## src/i2crs_pkg.sv

```systemverilog
package i2crs_pkg;

    // Event kinds carried by an input beat
    typedef enum logic [2:0] {
        KIND_CTRL_EVENT = 3'd0,
        KIND_CTRL_ERROR = 3'd1,
        KIND_DMA_STATUS = 3'd2,
        KIND_TIMEOUT    = 3'd3,
        KIND_START      = 3'd4
    } t_kind;

    // Transfer phase, reported as bus_state
    typedef enum logic [2:0] {
        PH_IDLE        = 3'd0,
        PH_SEND_WADDR  = 3'd1,
        PH_SEND_REG    = 3'd2,
        PH_RESTART     = 3'd3,
        PH_SEND_RADDR  = 3'd4,
        PH_RECEIVING   = 3'd5,
        PH_UNAVAILABLE = 3'd6
    } t_phase;

    typedef enum logic [2:0] {
        ERR_NONE      = 3'd0,
        ERR_DMA       = 3'd1,
        ERR_NACK      = 3'd2,
        ERR_ARB_LOST  = 3'd3,
        ERR_BUS       = 3'd4
    } t_err;

    // Configuration register indexes
    localparam logic [1:0] CFG_TARGET_ADDRESS   = 2'd0;
    localparam logic [1:0] CFG_TARGET_REGISTER  = 2'd1;
    localparam logic [1:0] CFG_RETRY_LIMIT      = 2'd2;
    localparam logic [1:0] CFG_DMA_STREAM_INDEX = 2'd3;

    localparam logic [7:0] RETRY_LIMIT_RESET = 8'd3;

    // DMA control codes
    localparam logic [1:0] DMA_CTL_NONE    = 2'd0;
    localparam logic [1:0] DMA_CTL_ENABLE  = 2'd1;
    localparam logic [1:0] DMA_CTL_DISABLE = 2'd2;

    // Controller status bits
    localparam int SR_START_SENT = 0;
    localparam int SR_ADDR_DONE  = 1;
    localparam int SR_BYTE_DONE  = 2;
    localparam int SR_TX_EMPTY   = 7;
    localparam int SR_BUS_ERR    = 8;
    localparam int SR_ARB_LOST   = 9;
    localparam int SR_NACK       = 10;

    // Error clear mask bits
    localparam logic [2:0] ECLR_BUS  = 3'b001;
    localparam logic [2:0] ECLR_ARB  = 3'b010;
    localparam logic [2:0] ECLR_NACK = 3'b100;

    // DMA flag group layout
    localparam logic [4:0] DMA_TE_OFS     = 5'd3;
    localparam logic [4:0] DMA_TC_OFS     = 5'd5;
    localparam logic [31:0] DMA_GROUP_ALL = 32'h0000_003D;

    typedef struct packed {
        logic [2:0]  kind;
        logic [15:0] ctrl_status;
        logic [31:0] dma_status;
        logic        recovery_ok;
    } t_in_item;

    typedef struct packed {
        logic        data_write;
        logic [7:0]  data_byte;
        logic        start_request;
        logic        stop_request;
        logic [1:0]  dma_control;
        logic [31:0] dma_clear_mask;
        logic        status2_read;
        logic        dma_mode_switch;
        logic        timer_stop;
        logic [2:0]  error_clear_mask;
        logic [2:0]  error_code;
        logic [2:0]  bus_state;
    } t_out_item;

    typedef struct packed {
        logic [6:0] target_address;
        logic [7:0] target_register;
        logic [7:0] retry_limit;
        logic [2:0] dma_stream_index;
    } t_cfg;

    typedef struct packed {
        t_phase     phase;
        t_err       error_kind;
        logic [7:0] retries_used;
    } t_seq_state;

    // Base bit of a stream's flag group inside the DMA status word
    function automatic logic [4:0] flag_base(input logic [1:0] stream);
        logic [4:0] base;
        unique case (stream)
            2'd0: base = 5'd0;
            2'd1: base = 5'd6;
            2'd2: base = 5'd16;
            2'd3: base = 5'd22;
            default: base = 5'd0;
        endcase
        return base;
    endfunction

endpackage

```

## src/i2crs_cfg_regs.sv

```systemverilog
module i2crs_cfg_regs
    import i2crs_pkg::*;
(
    input  logic       i_clk,
    input  logic       i_rst_n,
    input  logic       i_cfg_we,
    input  logic [1:0] i_cfg_index,
    input  logic [7:0] i_cfg_wdata,
    output t_cfg       o_cfg
);

    t_cfg r_cfg;

    always_ff @(posedge i_clk) begin
        if (!i_rst_n) begin
            r_cfg.target_address   <= '0;
            r_cfg.target_register  <= '0;
            r_cfg.retry_limit      <= RETRY_LIMIT_RESET;
            r_cfg.dma_stream_index <= '0;
        end else if (i_cfg_we) begin
            unique case (i_cfg_index)
                CFG_TARGET_ADDRESS:   r_cfg.target_address   <= i_cfg_wdata[6:0];
                CFG_TARGET_REGISTER:  r_cfg.target_register  <= i_cfg_wdata;
                CFG_RETRY_LIMIT:      r_cfg.retry_limit      <= i_cfg_wdata;
                CFG_DMA_STREAM_INDEX: r_cfg.dma_stream_index <= i_cfg_wdata[2:0];
                default: ;
            endcase
        end
    end

    assign o_cfg = r_cfg;

endmodule

```

## src/i2crs_step.sv

```systemverilog
module i2crs_step
    import i2crs_pkg::*;
(
    input  t_in_item   i_item,
    input  t_cfg       i_cfg,
    input  t_seq_state i_state,
    output t_seq_state o_state,
    output t_out_item  o_result
);

    logic [4:0]  base;
    logic [31:0] te_bit;
    logic [31:0] tc_bit;
    logic [15:0] sr;
    t_seq_state  nxt;
    t_out_item   res;

    assign sr     = i_item.ctrl_status;
    assign base   = flag_base(i_cfg.dma_stream_index[1:0]);
    assign te_bit = 32'd1 << (base + DMA_TE_OFS);
    assign tc_bit = 32'd1 << (base + DMA_TC_OFS);

    always_comb begin
        nxt = i_state;
        res = '0;
        unique case (i_item.kind)
            KIND_CTRL_EVENT: begin
                unique case (i_state.phase)
                    PH_SEND_WADDR: begin
                        if (sr[SR_START_SENT]) begin
                            res.data_write = 1'b1;
                            res.data_byte  = {i_cfg.target_address, 1'b0};
                            nxt.phase      = PH_SEND_REG;
                        end
                    end
                    PH_SEND_REG: begin
                        res.status2_read = sr[SR_ADDR_DONE];
                        if (sr[SR_TX_EMPTY]) begin
                            res.data_write = 1'b1;
                            res.data_byte  = i_cfg.target_register;
                            nxt.phase      = PH_RESTART;
                        end
                    end
                    PH_RESTART: begin
                        if (sr[SR_BYTE_DONE]) begin
                            res.start_request = 1'b1;
                            nxt.phase         = PH_SEND_RADDR;
                        end
                    end
                    PH_SEND_RADDR: begin
                        if (sr[SR_START_SENT]) begin
                            res.dma_mode_switch = 1'b1;
                            res.data_write      = 1'b1;
                            res.data_byte       = {i_cfg.target_address, 1'b1};
                        end
                        if (sr[SR_ADDR_DONE]) begin
                            nxt.phase        = PH_RECEIVING;
                            res.dma_control  = DMA_CTL_ENABLE;
                            res.status2_read = 1'b1;
                        end
                    end
                    default: ;
                endcase
            end
            KIND_CTRL_ERROR: begin
                res.dma_control = DMA_CTL_DISABLE;
                // nack, then arbitration lost, then bus error: last code wins
                if (sr[SR_NACK]) begin
                    res.error_clear_mask = res.error_clear_mask | ECLR_NACK;
                    res.stop_request     = 1'b1;
                    nxt.error_kind       = ERR_NACK;
                end
                if (sr[SR_ARB_LOST]) begin
                    res.error_clear_mask = res.error_clear_mask | ECLR_ARB;
                    res.stop_request     = 1'b1;
                    nxt.error_kind       = ERR_ARB_LOST;
                end
                if (sr[SR_BUS_ERR]) begin
                    res.error_clear_mask = res.error_clear_mask | ECLR_BUS;
                    res.stop_request     = 1'b1;
                    if (i_state.retries_used < i_cfg.retry_limit) begin
                        nxt.retries_used  = i_state.retries_used + 8'd1;
                        res.start_request = 1'b1;
                        nxt.phase         = PH_SEND_WADDR;
                    end else begin
                        nxt.error_kind = ERR_BUS;
                    end
                end
            end
            KIND_DMA_STATUS: begin
                res.dma_control = DMA_CTL_DISABLE;
                if ((i_item.dma_status & te_bit) != '0) begin
                    res.dma_clear_mask = DMA_GROUP_ALL << base;
                    nxt.error_kind     = ERR_DMA;
                end else if ((i_item.dma_status & tc_bit) != '0) begin
                    res.dma_clear_mask = tc_bit;
                    if (i_state.phase == PH_RECEIVING) begin
                        res.timer_stop   = 1'b1;
                        res.stop_request = 1'b1;
                        nxt.phase        = PH_IDLE;
                    end
                end
            end
            KIND_TIMEOUT: begin
                res.timer_stop = 1'b1;
                if (i_state.error_kind == ERR_NONE && !i_item.recovery_ok) begin
                    nxt.phase = PH_UNAVAILABLE;
                end else begin
                    nxt.phase = PH_IDLE;
                end
            end
            KIND_START: begin
                nxt.retries_used  = '0;
                nxt.error_kind    = ERR_NONE;
                res.start_request = 1'b1;
                nxt.phase         = PH_SEND_WADDR;
            end
            default: ;
        endcase
        res.error_code = nxt.error_kind;
        res.bus_state  = nxt.phase;
    end

    assign o_state  = nxt;
    assign o_result = res;

endmodule

```

## src/i2c_register_read_sequencer.sv

```systemverilog
// Register-read sequencer for an I2C master. Start it with a start-request beat;
// it then walks write address, register byte, repeated start and read address,
// and hands the data phase to the receive DMA stream selected by
// dma_stream_index. Every accepted input beat gives exactly one result beat
// with the actions to take plus the error code and bus state after the event.
// An input beat is registered in the input register, decoded by combinational
// logic and then captured in the result register. A new beat is taken every
// cycle while the input side is not held; the only thing that holds it is
// a full result register that the consumer stalls. Write configuration only
// while no beat is in flight.
module i2c_register_read_sequencer
    import i2crs_pkg::*;
(
    input  logic       i_clk,
    input  logic       i_rst_n,
    // input events
    input  logic       i_in_valid,
    output logic       o_in_stall,
    input  t_in_item   i_in_data,
    // result beats
    output logic       o_out_valid,
    input  logic       i_out_stall,
    output t_out_item  o_out_data,
    // configuration writes
    input  logic       i_cfg_we,
    input  logic [1:0] i_cfg_index,
    input  logic [7:0] i_cfg_wdata
);

    t_cfg       cfg;
    t_seq_state r_state;
    t_seq_state n_state;
    t_out_item  step_result;

    logic       r_in_vld;
    t_in_item   r_in_item;
    logic       r_out_vld;
    t_out_item  r_out_item;

    logic       out_free;
    logic       advance;
    logic       in_take;

    i2crs_cfg_regs u_cfg (
        .i_clk       (i_clk),
        .i_rst_n     (i_rst_n),
        .i_cfg_we    (i_cfg_we),
        .i_cfg_index (i_cfg_index),
        .i_cfg_wdata (i_cfg_wdata),
        .o_cfg       (cfg)
    );

    i2crs_step u_step (
        .i_item   (r_in_item),
        .i_cfg    (cfg),
        .i_state  (r_state),
        .o_state  (n_state),
        .o_result (step_result)
    );

    // Result register is free when empty or being taken this cycle
    assign out_free   = !r_out_vld || !i_out_stall;
    // Move the registered event into the result register
    assign advance    = r_in_vld && out_free;
    // Hold the input side only while the event register cannot drain
    assign o_in_stall = r_in_vld && !out_free;
    assign in_take    = i_in_valid && !o_in_stall;

    // Input register
    always_ff @(posedge i_clk) begin
        if (!i_rst_n) begin
            r_in_vld <= 1'b0;
        end else if (!r_in_vld || advance) begin
            r_in_vld <= i_in_valid;
        end
    end

    always_ff @(posedge i_clk) begin
        if (in_take) begin
            r_in_item <= i_in_data;
        end
    end

    // Sequencer state: commit only when the event's result is captured
    always_ff @(posedge i_clk) begin
        if (!i_rst_n) begin
            r_state.phase        <= PH_IDLE;
            r_state.error_kind   <= ERR_NONE;
            r_state.retries_used <= '0;
        end else if (advance) begin
            r_state <= n_state;
        end
    end

    // Result register
    always_ff @(posedge i_clk) begin
        if (!i_rst_n) begin
            r_out_vld <= 1'b0;
        end else if (out_free) begin
            r_out_vld <= r_in_vld;
        end
    end

    always_ff @(posedge i_clk) begin
        if (advance) begin
            r_out_item <= step_result;
        end
    end

    assign o_out_valid = r_out_vld;
    assign o_out_data  = r_out_item;

endmodule
```

## config.mk

```make
export PLATFORM = sky130hd
export DESIGN_NAME = i2c_register_read_sequencer
export DESIGN_NICKNAME = d
export VERILOG_FILES = /design/src/i2crs_pkg.sv /design/src/i2crs_cfg_regs.sv /design/src/i2crs_step.sv /design/src/i2c_register_read_sequencer.sv
export SDC_FILE = /design/constraint.sdc
export NUM_CORES = 1
export LEC_CHECK = 0
export ABC_AREA = 1
export BUFFER_PORTS_ARGS = -buffer_cell sky130_fd_sc_hd__buf_2
export CORE_UTILIZATION = 40
export DETAILED_ROUTE_END_ITERATION = 7
export GPL_TIMING_DRIVEN = 0
export PLACE_DENSITY = 0.69
export SYNTH_ARGS = -nofsm -noshare
export SYNTH_HDL_FRONTEND = slang
export SYNTH_SLANG_ARGS = --single-unit
```

## constraint.sdc

```tcl
create_clock -name i_clk -period 2.8 [get_ports i_clk]
set_clock_uncertainty 0.15 [all_clocks]
set_input_delay 0 -clock i_clk [delete_from_list [all_inputs] [get_ports i_clk]]
set_output_delay 0 -clock i_clk [all_outputs]
set_load 0.01 [all_outputs]
```

# Yosys cells after proc, flatten, opt, wreduce, memory -nomap -nowiden
# Cells that the tools add are included.
# classes
addsub,3
magnitude_cmp,1
eq_ne,17
n_shift,3
muxes,47
n_bitwise,2
reduce_logical,26
# op_table
operator,count
$and 32x32->32,2
$mux 32,2
$reduce_bool 32->1,2
$shl 1x5->32 const A,2
$mux 3,14
$shl 6x5->32 const A,1
$mux 9,3
$pmux 9 s3,1
$pmux 5 s4,1
$pmux 8 s2,1
$pmux 3 s5,1
$mux 14,1
$eq 3x2->1 const B,4
$mux 1,12
$pmux 3 s4,1
$reduce_and 2->1,5
$eq 3x3->1 const B,3
$pmux 3 s3,1
$add 8x1->8 const B,1
$eq 2x2->1 const B,4
$lt 8x8->1,1
$mux 8,1
$eq 3x1->1 const B,2
$logic_not 1->1,6
16 further kinds,27
# totals
register_bits,145
in_bits,67
out_inout_bits,59
wordCells,124

# Longest topological paths before layout
# Gate-level depths: netlist of run 1.
# depth
word_depth,9
mapped_depth,14
ltp_nobuf,14

# Hierarchy
# Synthesis of run 1 repeated with hierarchy kept, for this count alone.
# unflattened
hier_cells,683
area_unflattened_um2,6687.7
# by_module_without_submodules
module,instances,cells_each,area_per_inst_um2,seq_area_each_um2
i2c_register_read_sequencer,1,213,4021.4,3593.4
i2crs_step,1,302,1560.2,0.0
i2crs_cfg_regs,1,168,1106.1,520.5

# Least setup slack after synthesis of run 1
# Ideal clock, no wire load.
# synth_path
path_type,register to register
start,"register r_out_vld, in the netlist o_out_valid"
end,register r_state[1] (netlist name)
setup_ps,132
arrival_ps,2250
t_required_ps,2518
setup_slack_ps,267
stages_incl_launch_ff,9
path_buffers,0
synth_period_minus_slack_ps,2533
cell_sequence,dfxtp_1 nand2_1 inv_1 nor2_2 nand2_1 inv_2 nand2_2 nand2_1 a21oi_1
# synth_via
elab_chain_cells,4
# synth_lines
element,line_no,text
start: declaration,i2c_register_read_sequencer.sv:37,logic r_out_vld;
start signal: assignment,i2c_register_read_sequencer.sv:100,r_out_vld <= r_in_vld;
$logic_not 1->1,i2c_register_read_sequencer.sv:62,assign out_free = !r_out_vld || !i_out_stall;
$logic_or 1x1->1,i2c_register_read_sequencer.sv:62,
$logic_and 1x1->1,i2c_register_read_sequencer.sv:64,assign advance = r_in_vld && out_free;
net advance,i2c_register_read_sequencer.sv:41,logic advance;
$reduce_and 4->1 (no source line),--,
end signal: assignment,i2c_register_read_sequencer.sv:91,r_state <= n_state;
end: declaration,i2c_register_read_sequencer.sv:31,t_seq_state r_state;
# The timed path passes the listed nets, and every way through them passes these cells.
# A chain may end at the register's enable or synchronous reset.

# Final worst setup path of run 1
# layout_path
start,input i_cfg_index[1]
end,"register u_cfg.r_cfg, in the netlist u_cfg.o_cfg[25]"
# layout_via
elab_chain_cells,2
# layout_lines
element,line_no,text
start: declaration,i2c_register_read_sequencer.sv:26,"input logic [1:0] i_cfg_index,"
$logic_not 2->1,i2crs_cfg_regs.sv:21,unique case (i_cfg_index)
$reduce_and 2->1 (no source line),--,
end: declaration,i2crs_cfg_regs.sv:12,t_cfg r_cfg;
# No other way between the ends.

==> impl_metrics.csv, run 1 <==
group,metric,value,unit
run_status,status,"complete, no violations",
layout,fin_cells,785,
cts,clkTransAtPathRegs,0.07,ns
detailed_routing,ant_nets,0,
critical_path,worstPathMaxFanout,8,
critical_path,end_kind,"flop",
global_routing,grt.total_usage,17.2,%
timing,final_critical_path_setup_slack,0.483,ns
critical_path,setup.worst_path.start,"i_cfg_index[1]",
detailed_routing,route.detailed.wl_per_inst,12.5,um
cts,cts_num_sinks,101,
yosys,synth.yosys.seq_area_share,56.9,%
place,final_weighted_congestion_in_routability_driven_placement,0.836,
critical_path,crit_path_end,"u_cfg.o_cfg[25]$_SDFFE_PN0P_",
layout,multiInputGateArea,1620,um2
layout,drive_gt1_share,23.7,%
timing,timing.slew.headroom,47.2,%
detailed_routing,via_count,3747,
yosys,avgSynthCellArea,9.33,um2
detailed_routing,number_of_violations_reported_at_the_end_of_detailed_routing_iteration_0,222,
power,finalPower,3.27,mW
yosys,primary_flip_flop_cell_chosen_by_synthesis_mapping,"sky130_fd_sc_hd__edfxtp_1",
layout,nFillCells,1017,
cts,post_cts_resize_count,0,
layout,flow.area_growth_from_synthesis,29.5,%
yosys,ys.warnings.count,0,
global_routing,grt_start_max_net_pins,34,
floorplanning,horizontal_die_dimension,109,um
timing,hold_viol,0,
floorplanning,ios,126,
place,detailedPlacementHpwl,7.12,mm
detailed_routing,routed_wirelength,9.85,mm
critical_path,beginning_of_the_worst_register_to_register_path,"r_state[5]$_SDFFE_PN0P_",
power,power.leakage,2.60,nW
critical_path,r2r_cells,8,
cts,clock_tree.buffer_depth,2,
cts,worst_skew_pair.late_latency,0.34,ns
critical_path,r2r-end,"r_state[7]$_SDFFE_PN0P_",
layout,net_total_in_the_final_layout,715,
detailed_routing,post-route-drc-count,0,
yosys,synth.lib_cells_used.distinct,36,
min_path,hold_path_class,"input port to flop",
critical_path,worst_setup_slack_for_register_to_register_paths,0.69,ns
global_routing,initial_antenna_violation_count,0,
layout,num_antenna_cells,0,
global_routing,grt_pass1_wl,15.8,mm
detailed_routing,vias_per_cell,4.77,
floorplanning,die_area,12000,um2
timing,maxSlewViolCount,0,
critical_path,timing.critical_path.from_type,"input port",
yosys,async_flop_share,0,%
cts,cts_root_buf,"sky130_fd_sc_hd__clkbuf_16",
cts,cts_buffers,9,
layout,postLayoutCoreUtil,54.1,%
timing,setup_viol,0,
floorplanning,row_count,38,
yosys,synth.ff_latch_count,101,
yosys,syn-cell-area,4610,um2
timing,final_min_period_over_clock_period,82.8,%
power,ir_drop,286,uV
timing,rsz_0062_raised_after_global_routing,"no",
place,dp_cells,726,
floorplanning,initial_core_util,41.8,%
critical_path,critPathRequiredTime,2.88,ns
place,portBuffers,80,
layout,seq_area,2620,um2
run,cap_viol_max_count,0,
timing,worst_slew_pin_slew,0.786,ns
timing,post_route_setup_tns,0,ns
critical_path,criticalPathCategory,"input port to flop",
timing,finalWorstPathRequiredPeriod,2.32,ns
cts,clock_tree_from_tritoncts,"done",
power,power_per_cell_area,548,nW/um2
global_routing,grt_pass1_vias,3443,
place,dpl_worst_slack,0.739,ns
yosys,gate_count_after_technology_mapping,494,
critical_path,critical_path_arrival,2.40,ns
floorplanning,floorplan_core_area,11000,um2
global_routing,grt.overflow.total,0,
timing,fmax,432,MHz
cts,post_cts_buffers,0,
floorplanning,die_y,109,um
timing,timing.hold.ws,0.218,ns
place,dpl_cell_area,5250,um2
cts,cts.htree.levels,3,
layout,stdcell_area,5970,um2
yosys,synth-edff-count,60,
detailed_routing,drt-pass1-iter-count,5,
## layer usage
| metal | global-route usage [%] | vias up | part of all wire (%) |
|---|---|---|---|
| li1 | - | 1922 | - |
| met1 | 21.2 | 1692 | 43 |
| met2 | 29.6 | 116 | 50 |
| met3 | 3.38 | 17 | 6.1 |
| met4 | 6.67 | 0 | 1.7 |
| met5 | 0 | - | 0 |
## synthesized netlist by cell type (3+ instances only)
cell                       number  share of area (%)
sky130_fd_sc_hd__nand3_4        3                1.1
sky130_fd_sc_hd__nor3_1        11                1.2
sky130_fd_sc_hd__inv_2         11               0.90
sky130_fd_sc_hd__ha_1           8                2.2
sky130_fd_sc_hd__a22oi_1        8                1.3
sky130_fd_sc_hd__dfxtp_1       41                 18
sky130_fd_sc_hd__o21ai_1       10                1.1
sky130_fd_sc_hd__nor2_1        70                5.7
sky130_fd_sc_hd__nor2_2         6               0.81
sky130_fd_sc_hd__buf_4         16                2.6
sky130_fd_sc_hd__inv_1         53                4.3
sky130_fd_sc_hd__a21oi_1       29                3.1
sky130_fd_sc_hd__nand2_1       65                5.3
sky130_fd_sc_hd__nand3_1       30                3.3
sky130_fd_sc_hd__nand3_2        3               0.65
sky130_fd_sc_hd__nand4_1        5               0.68
sky130_fd_sc_hd__nor4_1         3               0.41
sky130_fd_sc_hd__clkbuf_1       5               0.41
sky130_fd_sc_hd__edfxtp_1      60                 39
sky130_fd_sc_hd__nand2_2        8                1.1
sky130_fd_sc_hd__o21ai_0       29                3.1
## cell families after synthesis
kind of cell	synth area share, %
buffers and inverters	8.98
xor gates and xnor gates	0.190
and+or+nand+nor	21.1
AOI/OAI and AO/OA	10.6
adders and majority gates	2.17
other	0.0814
DFF	56.9
## power by group
part	internal [mW]	leakage (nW)	switching [mW]
registers	1.64	0.922	0.0329
logic	0.155	1.54	0.222
clock network	0.692	0.142	0.528
total	2.49	2.60	0.783
## sequential cells by signal, summed over array words and instances (netlist names)
| signal | cells |
|---|---|
| r_in_item | 19 |
| o_out_valid | 1 |
| r_in_vld | 1 |
| o_out_data | 41 |
| r_state | 14 |
| u_cfg.o_cfg | 25 |
## worst max-delay path, stage by stage
cell and delay, ns:
sky130_fd_sc_hd__dlygate4sd3_1 0.52, sky130_fd_sc_hd__buf_2 0.13, sky130_fd_sc_hd__nor3_1 0.65, sky130_fd_sc_hd__inv_1 0.32, sky130_fd_sc_hd__nor2_1 0.17, sky130_fd_sc_hd__nor2_1 0.05
sky130_fd_sc_hd__dlygate4sd3_1 0.55
## worst min-delay path by stage
stage / cells past startpoint / endpoint / start
final: 2 / r_in_item[12]$_DFFE_PP_ / i_in_data[12]
after global routing: 2 / r_in_item[50]$_DFFE_PP_ / i_in_data[50]
after CTS: 2 / r_in_item[49]$_DFFE_PP_ / i_in_data[49]
after detailed placement: 1 / r_in_item[0]$_DFFE_PP_ / i_in_data[0]
after global placement: 1 / r_in_item[49]$_DFFE_PP_ / i_in_data[49]
after floorplan: 0 / r_in_item[0]$_DFFE_PP_ / i_in_data[0]
## what timing repair did
action                                 4_1_cts  5_1_grt
endpoints found under the hold margin       47        0
setup endpoints to repair                    0        0
hold buffers                                43        0
## cells in the final DEF, fill, tap and decap left out, types with 2 or more instances in the layout
master,synthesis,routed
sky130_fd_sc_hd__clkbuf_1,5,6
sky130_fd_sc_hd__nand3_1,30,30
sky130_fd_sc_hd__nand4_1,5,5
sky130_fd_sc_hd__nor4_1,3,3
sky130_fd_sc_hd__ha_1,8,8
sky130_fd_sc_hd__clkinv_1,0,2
sky130_fd_sc_hd__dlygate4sd3_1,0,43
sky130_fd_sc_hd__inv_6,0,2
sky130_fd_sc_hd__nand2_2,8,8
sky130_fd_sc_hd__o211ai_1,2,2
sky130_fd_sc_hd__buf_4,16,16
sky130_fd_sc_hd__edfxtp_1,60,60
sky130_fd_sc_hd__o21ai_0,29,29
sky130_fd_sc_hd__nor2_4,2,3
sky130_fd_sc_hd__a21oi_2,2,2
sky130_fd_sc_hd__a21oi_1,29,29
sky130_fd_sc_hd__inv_4,2,2
sky130_fd_sc_hd__o21ai_1,10,10
sky130_fd_sc_hd__nand3_2,3,3
sky130_fd_sc_hd__nor2_1,70,70
sky130_fd_sc_hd__nor3_1,11,11
sky130_fd_sc_hd__dfxtp_1,41,41
sky130_fd_sc_hd__clkbuf_16,0,9
sky130_fd_sc_hd__nand2_1,65,65
sky130_fd_sc_hd__a22oi_1,8,8
sky130_fd_sc_hd__nand3_4,3,3
sky130_fd_sc_hd__nor2_2,6,5
sky130_fd_sc_hd__conb_1,1,12
sky130_fd_sc_hd__buf_2,0,80
sky130_fd_sc_hd__inv_1,53,53
sky130_fd_sc_hd__inv_2,11,11
sky130_fd_sc_hd__buf_6,2,2
## area by class of cell
| type | count | area share (%) |
|---|---|---|
| Inverter | 66 | 4.23 |
| Timing Repair Buffer | 124 | 14.2 |
| Tap cell | 140 | 2.93 |
| Multi-Input combinational cell | 315 | 27.1 |
| Clock inverter | 6 | 1.01 |
| Sequential cell | 101 | 43.9 |
| Buffer | 23 | 2.70 |
| Clock buffer | 10 | 3.83 |
Note: power is estimated with default switching activity, not from simulation.
==> inputs of run 2 (changes only) <==
- clock period: 2.8 -> 2.2 ns (I/O delays scaled with it)
==> impl_metrics.csv, run 2 (synthesized netlist as in run 1, its figures left out) <==
group,metric,value,unit
critical_path,criticalPathCategory,"input port to flop",
global_routing,grt.overflow.total,0,
cts,clkTransAtPathRegs,0.07,ns
critical_path,crit_path_max_incr_delay,0.56,ns
timing,finalWorstPathRequiredPeriod,2.08,ns
timing,final_critical_path_setup_slack,0.123,ns
timing,worst_slew_pin_slew,0.767,ns
timing,fmax,481,MHz
layout,num_antenna_cells,0,
place,detailedPlacementHpwl,7.14,mm
layout,commonest_cells_after_routing_fill_and_taps_aside,"sky130_fd_sc_hd__buf_2 (80), sky130_fd_sc_hd__nor2_1 (70), sky130_fd_sc_hd__nand2_1 (64), sky130_fd_sc_hd__edfxtp_1 (60), sky130_fd_sc_hd__inv_1 (53)",
layout,nFillCells,981,
layout,layout_commonest_cell,"sky130_fd_sc_hd__buf_2",
place,dp_cells,725,
layout,fin_cells,787,
global_routing,grt_pass1_vias,3641,
timing,timing.slew.headroom,48.7,%
place,dpl_cell_area,5230,um2
critical_path,setup.worst_path.start,"i_cfg_index[1]",
critical_path,cpMaxStageDelayCell,"sky130_fd_sc_hd__dlygate4sd3_1",
critical_path,crit_path_end,"u_cfg.o_cfg[4]$_SDFFE_PN1P_",
floorplanning,floorplan_core_area,11000,um2
critical_path,end_kind,"flop",
detailed_routing,number_of_violations_reported_at_the_end_of_detailed_routing_iteration_0,191,
cts,post_cts_buffers,0,
global_routing,initial_antenna_violation_count,0,
cts,worst_skew_pair.late_latency,0.35,ns
timing,rsz_0062_raised_after_global_routing,"no",
critical_path,beginning_of_the_worst_register_to_register_path,"r_state[5]$_SDFFE_PN0P_",
power,power.leakage,2.61,nW
run_status,status,"complete, no violations",
critical_path,cp.depth,8,
critical_path,crit_path_cell_trace,"dlygate4sd3_1 > buf_2 > inv_1 > nor3_2 > nand2_1 > dlygate4sd3_1 > o211ai_1 > dlygate4sd3_1",
place,dpl_worst_slack,-0.238,ns
floorplanning,ios,126,
layout,stdcell_area,6010,um2
detailed_routing,drt-pass1-iter-count,5,
cts,clock_tree.buffer_depth,2,
run,cap_viol_max_count,0,
min_path,hold_path_class,"input port to flop",
power,ir_drop,375,uV
cts,cts_root_buf,"sky130_fd_sc_hd__clkbuf_16",
global_routing,grt_start_max_net_pins,25,
floorplanning,horizontal_die_dimension,109,um
layout,multiInputGateArea,1660,um2
floorplanning,row_count,38,
critical_path,r2r_cells,8,
detailed_routing,vias_per_cell,4.84,
cts,clock_tree_from_tritoncts,"done",
critical_path,worstPathMaxFanout,4,
floorplanning,die_area,12000,um2
critical_path,critical_path_arrival,2.22,ns
critical_path,cp_num_buf_inv,5,
timing,maxSlewViolCount,0,
layout,drive_gt1_share,24.9,%
critical_path,cpMostUsedCell,"sky130_fd_sc_hd__dlygate4sd3_1",
layout,postLayoutCoreUtil,54.4,%
detailed_routing,route.detailed.wl_per_inst,13.1,um
layout,net_total_in_the_final_layout,717,
global_routing,grt.total_usage,18.0,%
critical_path,r2r-end,"r_state[6]$_SDFFE_PN0P_",
critical_path,critPathRequiredTime,2.34,ns
layout,seq_area,2620,um2
cts,cts_buffers,9,
place,portBuffers,80,
floorplanning,die_y,109,um
layout,largest_register_ffs,41,
detailed_routing,routed_wirelength,10.3,mm
cts,cts_num_sinks,101,
detailed_routing,via_count,3812,
timing,hold_viol,0,
global_routing,grt_pass1_wl,16.6,mm
floorplanning,initial_core_util,41.8,%
detailed_routing,ant_nets,0,
timing,final_min_period_over_clock_period,94.4,%
place,final_weighted_congestion_in_routability_driven_placement,0.830,
critical_path,timing.critical_path.from_type,"input port",
critical_path,worst_setup_slack_for_register_to_register_paths,0.16,ns
detailed_routing,post-route-drc-count,0,
critical_path,critical_path.top_delay_family,"buffers and inverters",
power,finalPower,4.24,mW
timing,setup_viol,0,
cts,cts.htree.levels,3,
layout,flow.area_growth_from_synthesis,30.3,%
power,power_per_cell_area,705,nW/um2
==> run 2: layout make-up <==
class / count / area share (%)
Timing Repair Buffer: 123 / 13.8
Clock buffer: 9 / 3.75
Buffer: 23 / 2.69
Tap cell: 140 / 2.92
Inverter: 66 / 4.21
Sequential cell: 101 / 43.7
Clock inverter: 7 / 1.33
Multi-Input combinational cell: 318 / 27.6
==> run 2: how the worst min path moves through the flow <==
stage                  start  slack, ns  cells after the start                       to
4_1_cts        i_in_data[20]       0.21                      2  r_in_item[20]$_DFFE_PP_
3_3_place_gp   i_in_data[42]       0.03                      1  r_in_item[42]$_DFFE_PP_
5_1_grt        i_in_data[51]       0.22                      2  r_in_item[51]$_DFFE_PP_
3_5_place_dp   i_in_data[50]       0.03                      1  r_in_item[50]$_DFFE_PP_
2_1_floorplan   i_in_data[0]      -0.05                      0   r_in_item[0]$_DFFE_PP_
6_report       i_in_data[42]       0.22                      2  r_in_item[42]$_DFFE_PP_
==> run 2: through the flow <==
step | TNS (ns) | hold WS, ns
after global placement | -1.82 | 0.0290
after detailed placement | -2.77 | 0.0281
after floorplan | 0 | -0.0511
after CTS | 0 | 0.209
final | 0 | 0.215
after global routing | 0 | 0.220
==> run 2: what timing repair did <==
action                     4_1_cts  5_1_grt
hold endpoints to repair        47        0
pin swaps                        1        2
hold buffers                    43        0
cloned                           1        2
setup endpoints to repair       13       36
gates resized for setup          0        4
==> run 2: routing by layer <==
layer,global-route usage (%),vias up,part of all wire [%]
li1,-,1933,-
met1,21.9,1760,43
met2,31.8,106,50
met3,3.38,13,5.1
met4,6.10,0,1.4
met5,0,-,0
==> run 2: where the power goes <==
part	switching (mW)	internal (mW)
logic	0.292	0.194
clock network	0.717	0.898
registers	0.0412	2.09
==> inputs of run 3 (changes only) <==
- ABC_AREA: 1 -> unset
- PLACE_DENSITY: 0.69 -> 0.68
==> impl_metrics.csv, run 3 <==
group,metric,value,unit
yosys,synth-edff-count,60,
floorplanning,ios,126,
yosys,synth.lib_cells_used.distinct,63,
critical_path,critical_path_arrival,2.12,ns
yosys,async_flop_share,0,%
floorplanning,row_count,39,
min_path,hold_path_class,"input port to flop",
critical_path,criticalPathCategory,"flop to flop",
yosys,synth_top_area_share,37.6,%
min_path,min-delay-start,"i_cfg_index[1]",
timing,maxSlewViolCount,0,
floorplanning,horizontal_die_dimension,111,um
detailed_routing,route.top_layer_used,"met4",
yosys,yosys.area_share.xor_xnor,0.549,%
layout,largest_register_ffs,41,
yosys,ys.warnings.count,0,
floorplanning,floorplan_core_area,11600,um2
cts,cts_buffers,9,
critical_path,r2r-end,"o_out_data[2]$_DFFE_PP_",
critical_path,critPathRequiredTime,2.15,ns
global_routing,grt_start_max_net_pins,50,
min_path,min_delay_path_depth,4,
yosys,synth.ff_latch_count,101,
critical_path,end_kind,"flop",
layout,stdcell_area,6200,um2
critical_path,cp_num_buf_inv,0,
detailed_routing,route.detailed.wl_per_inst,15.6,um
global_routing,grt_pass1_vias,3790,
timing,worst_slew_pin_slew,0.733,ns
detailed_routing,routed_wirelength,11.4,mm
power,power.switching,965,uW
cts,cts_num_sinks,101,
detailed_routing,route.met2.wl,5.59,mm
critical_path,crit_path_end,"o_out_data[2]$_DFFE_PP_",
timing,finalWorstPathRequiredPeriod,2.17,ns
critical_path,cp.depth,5,
critical_path,worst_setup_slack_for_register_to_register_paths,0.03,ns
detailed_routing,met1_wl,5.00,mm
place,detailedPlacementHpwl,7.89,mm
yosys,gate_count_after_technology_mapping,438,
yosys,synth_area_leaders,"sky130_fd_sc_hd__edfxtp_1 (38%), sky130_fd_sc_hd__dfxtp_1 (17%), sky130_fd_sc_hd__mux2i_1 (3.6%)",
place,portBuffers,80,
layout,flow.area_growth_from_synthesis,29.4,%
power,power_switching_share,23.0,%
timing,final_min_period_over_clock_period,98.7,%
place,dpl_cell_area,5430,um2
timing,rsz_0062_raised_after_global_routing,"yes",
yosys,syn-cell-area,4790,um2
global_routing,initial_antenna_violation_count,0,
power,p_int,3.23,mW
layout,num_antenna_cells,0,
yosys,synth.yosys.seq_area_share,54.8,%
cts,clkTransAtPathRegs,0.07,ns
critical_path,cpMaxStageDelayCell,"sky130_fd_sc_hd__mux4_2",
run,cap_viol_max_count,0,
critical_path,crit_path_cell_trace,"nand2b_1 > mux4_2 > nor3b_4 > nand2_1 > a41o_1",
power,power.leakage,2.43,nW
critical_path,setup.worst_path.start,"r_in_item[26]$_DFFE_PP_",
power,combPwrFrac,10.2,%
yosys,synth_compound_gate_area_share,13.1,%
yosys,synthMostInstantiatedCell,"sky130_fd_sc_hd__edfxtp_1",
yosys,synth_fa_ha_area_share,2.09,%
yosys,primary_flip_flop_cell_chosen_by_synthesis_mapping,"sky130_fd_sc_hd__edfxtp_1",
power,ir_drop,392,uV
critical_path,crit_path_max_incr_delay,0.53,ns
floorplanning,initial_core_util,41.4,%
global_routing,grt.total_usage,18.7,%
power,share_seq_of_total_power,50.7,%
run_status,violations,"DRC",
timing,fmax,460,MHz
detailed_routing,via_count,3830,
power,power_per_cell_area,676,nW/um2
layout,layout_commonest_cell,"sky130_fd_sc_hd__buf_2",
timing,hold_viol,0,
cts,clock_tree.buffer_depth,2,
detailed_routing,vias_per_cell,5.25,
layout,seq_area,2620,um2
layout,nFillCells,989,
yosys,synth_top_area_cell,"sky130_fd_sc_hd__edfxtp_1",
yosys,synth_mux_area_share,5.20,%
layout,drive_gt1_share,24.4,%
yosys,synthTopCellsByCount,"sky130_fd_sc_hd__edfxtp_1 (60), sky130_fd_sc_hd__dfxtp_1 (41), sky130_fd_sc_hd__nand2_1 (34)",
global_routing,grt_pass1_wl,18.1,mm
layout,postLayoutCoreUtil,53.6,%
critical_path,timing.critical_path.from_type,"flop",
floorplanning,die_y,111,um
critical_path,critical_path.top_delay_family,"simple AND/OR/NAND/NOR gates",
cts,clock_tree_from_tritoncts,"done",
detailed_routing,ant_nets,0,
detailed_routing,drt-pass1-iter-count,7,
cts,cts.htree.levels,3,
critical_path,worstPathMaxFanout,6,
place,final_weighted_congestion_in_routability_driven_placement,0.803,
critical_path,beginning_of_the_worst_register_to_register_path,"r_in_item[26]$_DFFE_PP_",
timing,setup_viol,0,
detailed_routing,post-route-drc-count,18,
yosys,avgSynthCellArea,10.9,um2
yosys,synth_simple_gate_area_share,18.6,%
layout,multiInputGateArea,1980,um2
layout,commonest_cells_after_routing_fill_and_taps_aside,"sky130_fd_sc_hd__buf_2 (85), sky130_fd_sc_hd__edfxtp_1 (60), sky130_fd_sc_hd__dlygate4sd3_1 (40), sky130_fd_sc_hd__dfxtp_1 (40), sky130_fd_sc_hd__nand2_1 (34)",
timing,timing.slew.headroom,51.1,%
cts,cts_root_buf,"sky130_fd_sc_hd__clkbuf_16",
detailed_routing,number_of_violations_reported_at_the_end_of_detailed_routing_iteration_0,276,
cts,worst_skew_pair.late_latency,0.35,ns
global_routing,grt.overflow.total,0,
layout,net_total_in_the_final_layout,656,
floorplanning,die_area,12400,um2
detailed_routing,dr_wl_met3,583,um
critical_path,r2r_cells,5,
power,clkPwrFrac,39.0,%
yosys,synth_top_family_by_area,"simple AND/OR/NAND/NOR gates",
run_status,status,"complete, but fails checks",
## run 3: cell count changes after synthesis, sizes merged, moves of 10 or more
cell / change
and3: +10
nand3: -27
mux2i: +17
o21ai: -18
inv: -54
nor2: -51
a21oi: -12
nor2b: +27
clkbuf: +13
nand2: -39
## run 3: metal layers
| layer | track usage [%] | vias to the layer above |
|---|---|---|
| met5 | 0 | - |
| met4 | 8.47 | 0 |
| met3 | 4.90 | 13 |
| met2 | 31.6 | 124 |
| met1 | 22.3 | 1824 |
| li1 | - | 1869 |
## run 3: tightest hold or removal path: cells and delay by family
kind / cells / cell delay, ns
AND/OR/NAND/NOR: 2 / 0.26
buffers and inverters: 1 / 0.12
multiplexers: 1 / 0.10
## run 3: final cells by class
type / instances / share of cell area (%)
plain buffers: 40 / 3.67
clock buffers: 11 / 4.10
clock inverters: 5 / 0.928
inverters: 12 / 0.848
multi-input cells: 295 / 32.0
flip-flops and latches: 101 / 42.3
well taps: 143 / 2.89
repair buffers: 122 / 13.3
## run 3: power groups by stage
stage                     combinational (mW)  clock [mW]  sequential [mW]
after global routing                   0.465        1.73             2.13
after CTS                              0.419        1.67             2.12
after detailed placement               0.367           0             2.17
after floorplan                        0.214           0             2.17
after global placement                 0.354           0             2.16
final                                  0.428        1.64             2.13
## run 3: worst min-delay path by stage
stage | end | slack (ns)
detailed placement | r_in_item[35]$_DFFE_PP_ | 0.03
floorplan | r_in_item[0]$_DFFE_PP_ | -0.05
global route | u_cfg.o_cfg[1]$_SDFFE_PN0P_ | 0.08
CTS | u_cfg.o_cfg[1]$_SDFFE_PN0P_ | 0.01
finish | u_cfg.o_cfg[1]$_SDFFE_PN0P_ | 0.02
global placement | r_in_item[33]$_DFFE_PP_ | 0.03
## run 3: what timing repair did
item,in CTS,in global routing
hold buffers,40,0
gates resized for setup,4,16
setup buffers,1,0
endpoints found under the hold margin,48,0
setup endpoints to repair,13,24
pin swaps,1,1
## run 3: kinds of logic after synthesis
kind of cell	count (synthesis)
mux	23
other cells	1
buf+inv	53
xor+xnor	3
fa+ha+maj	8
compound gates	92
simple gates	157
flops	101
## run 3: stage by stage
stage | total power [mW] | setup TNS (ns) | hold WS, ns | worst slack [ns] | cells
2_1_floorplan | 2.39 | 0 | -0.0511 | 0.0589 | 449
3_3_place_gp | 2.52 | -8.96 | 0.0293 | -0.385 | 672
3_5_place_dp | 2.53 | -2.45 | 0.0281 | -0.376 | 673
4_1_cts | 4.21 | 0 | 0.0149 | 0.00168 | 730
5_1_grt | 4.33 | -0.0237 | 0.0756 | -0.0208 | 729
6_report | 4.19 | 0 | 0.0245 | 0.0283 | 729
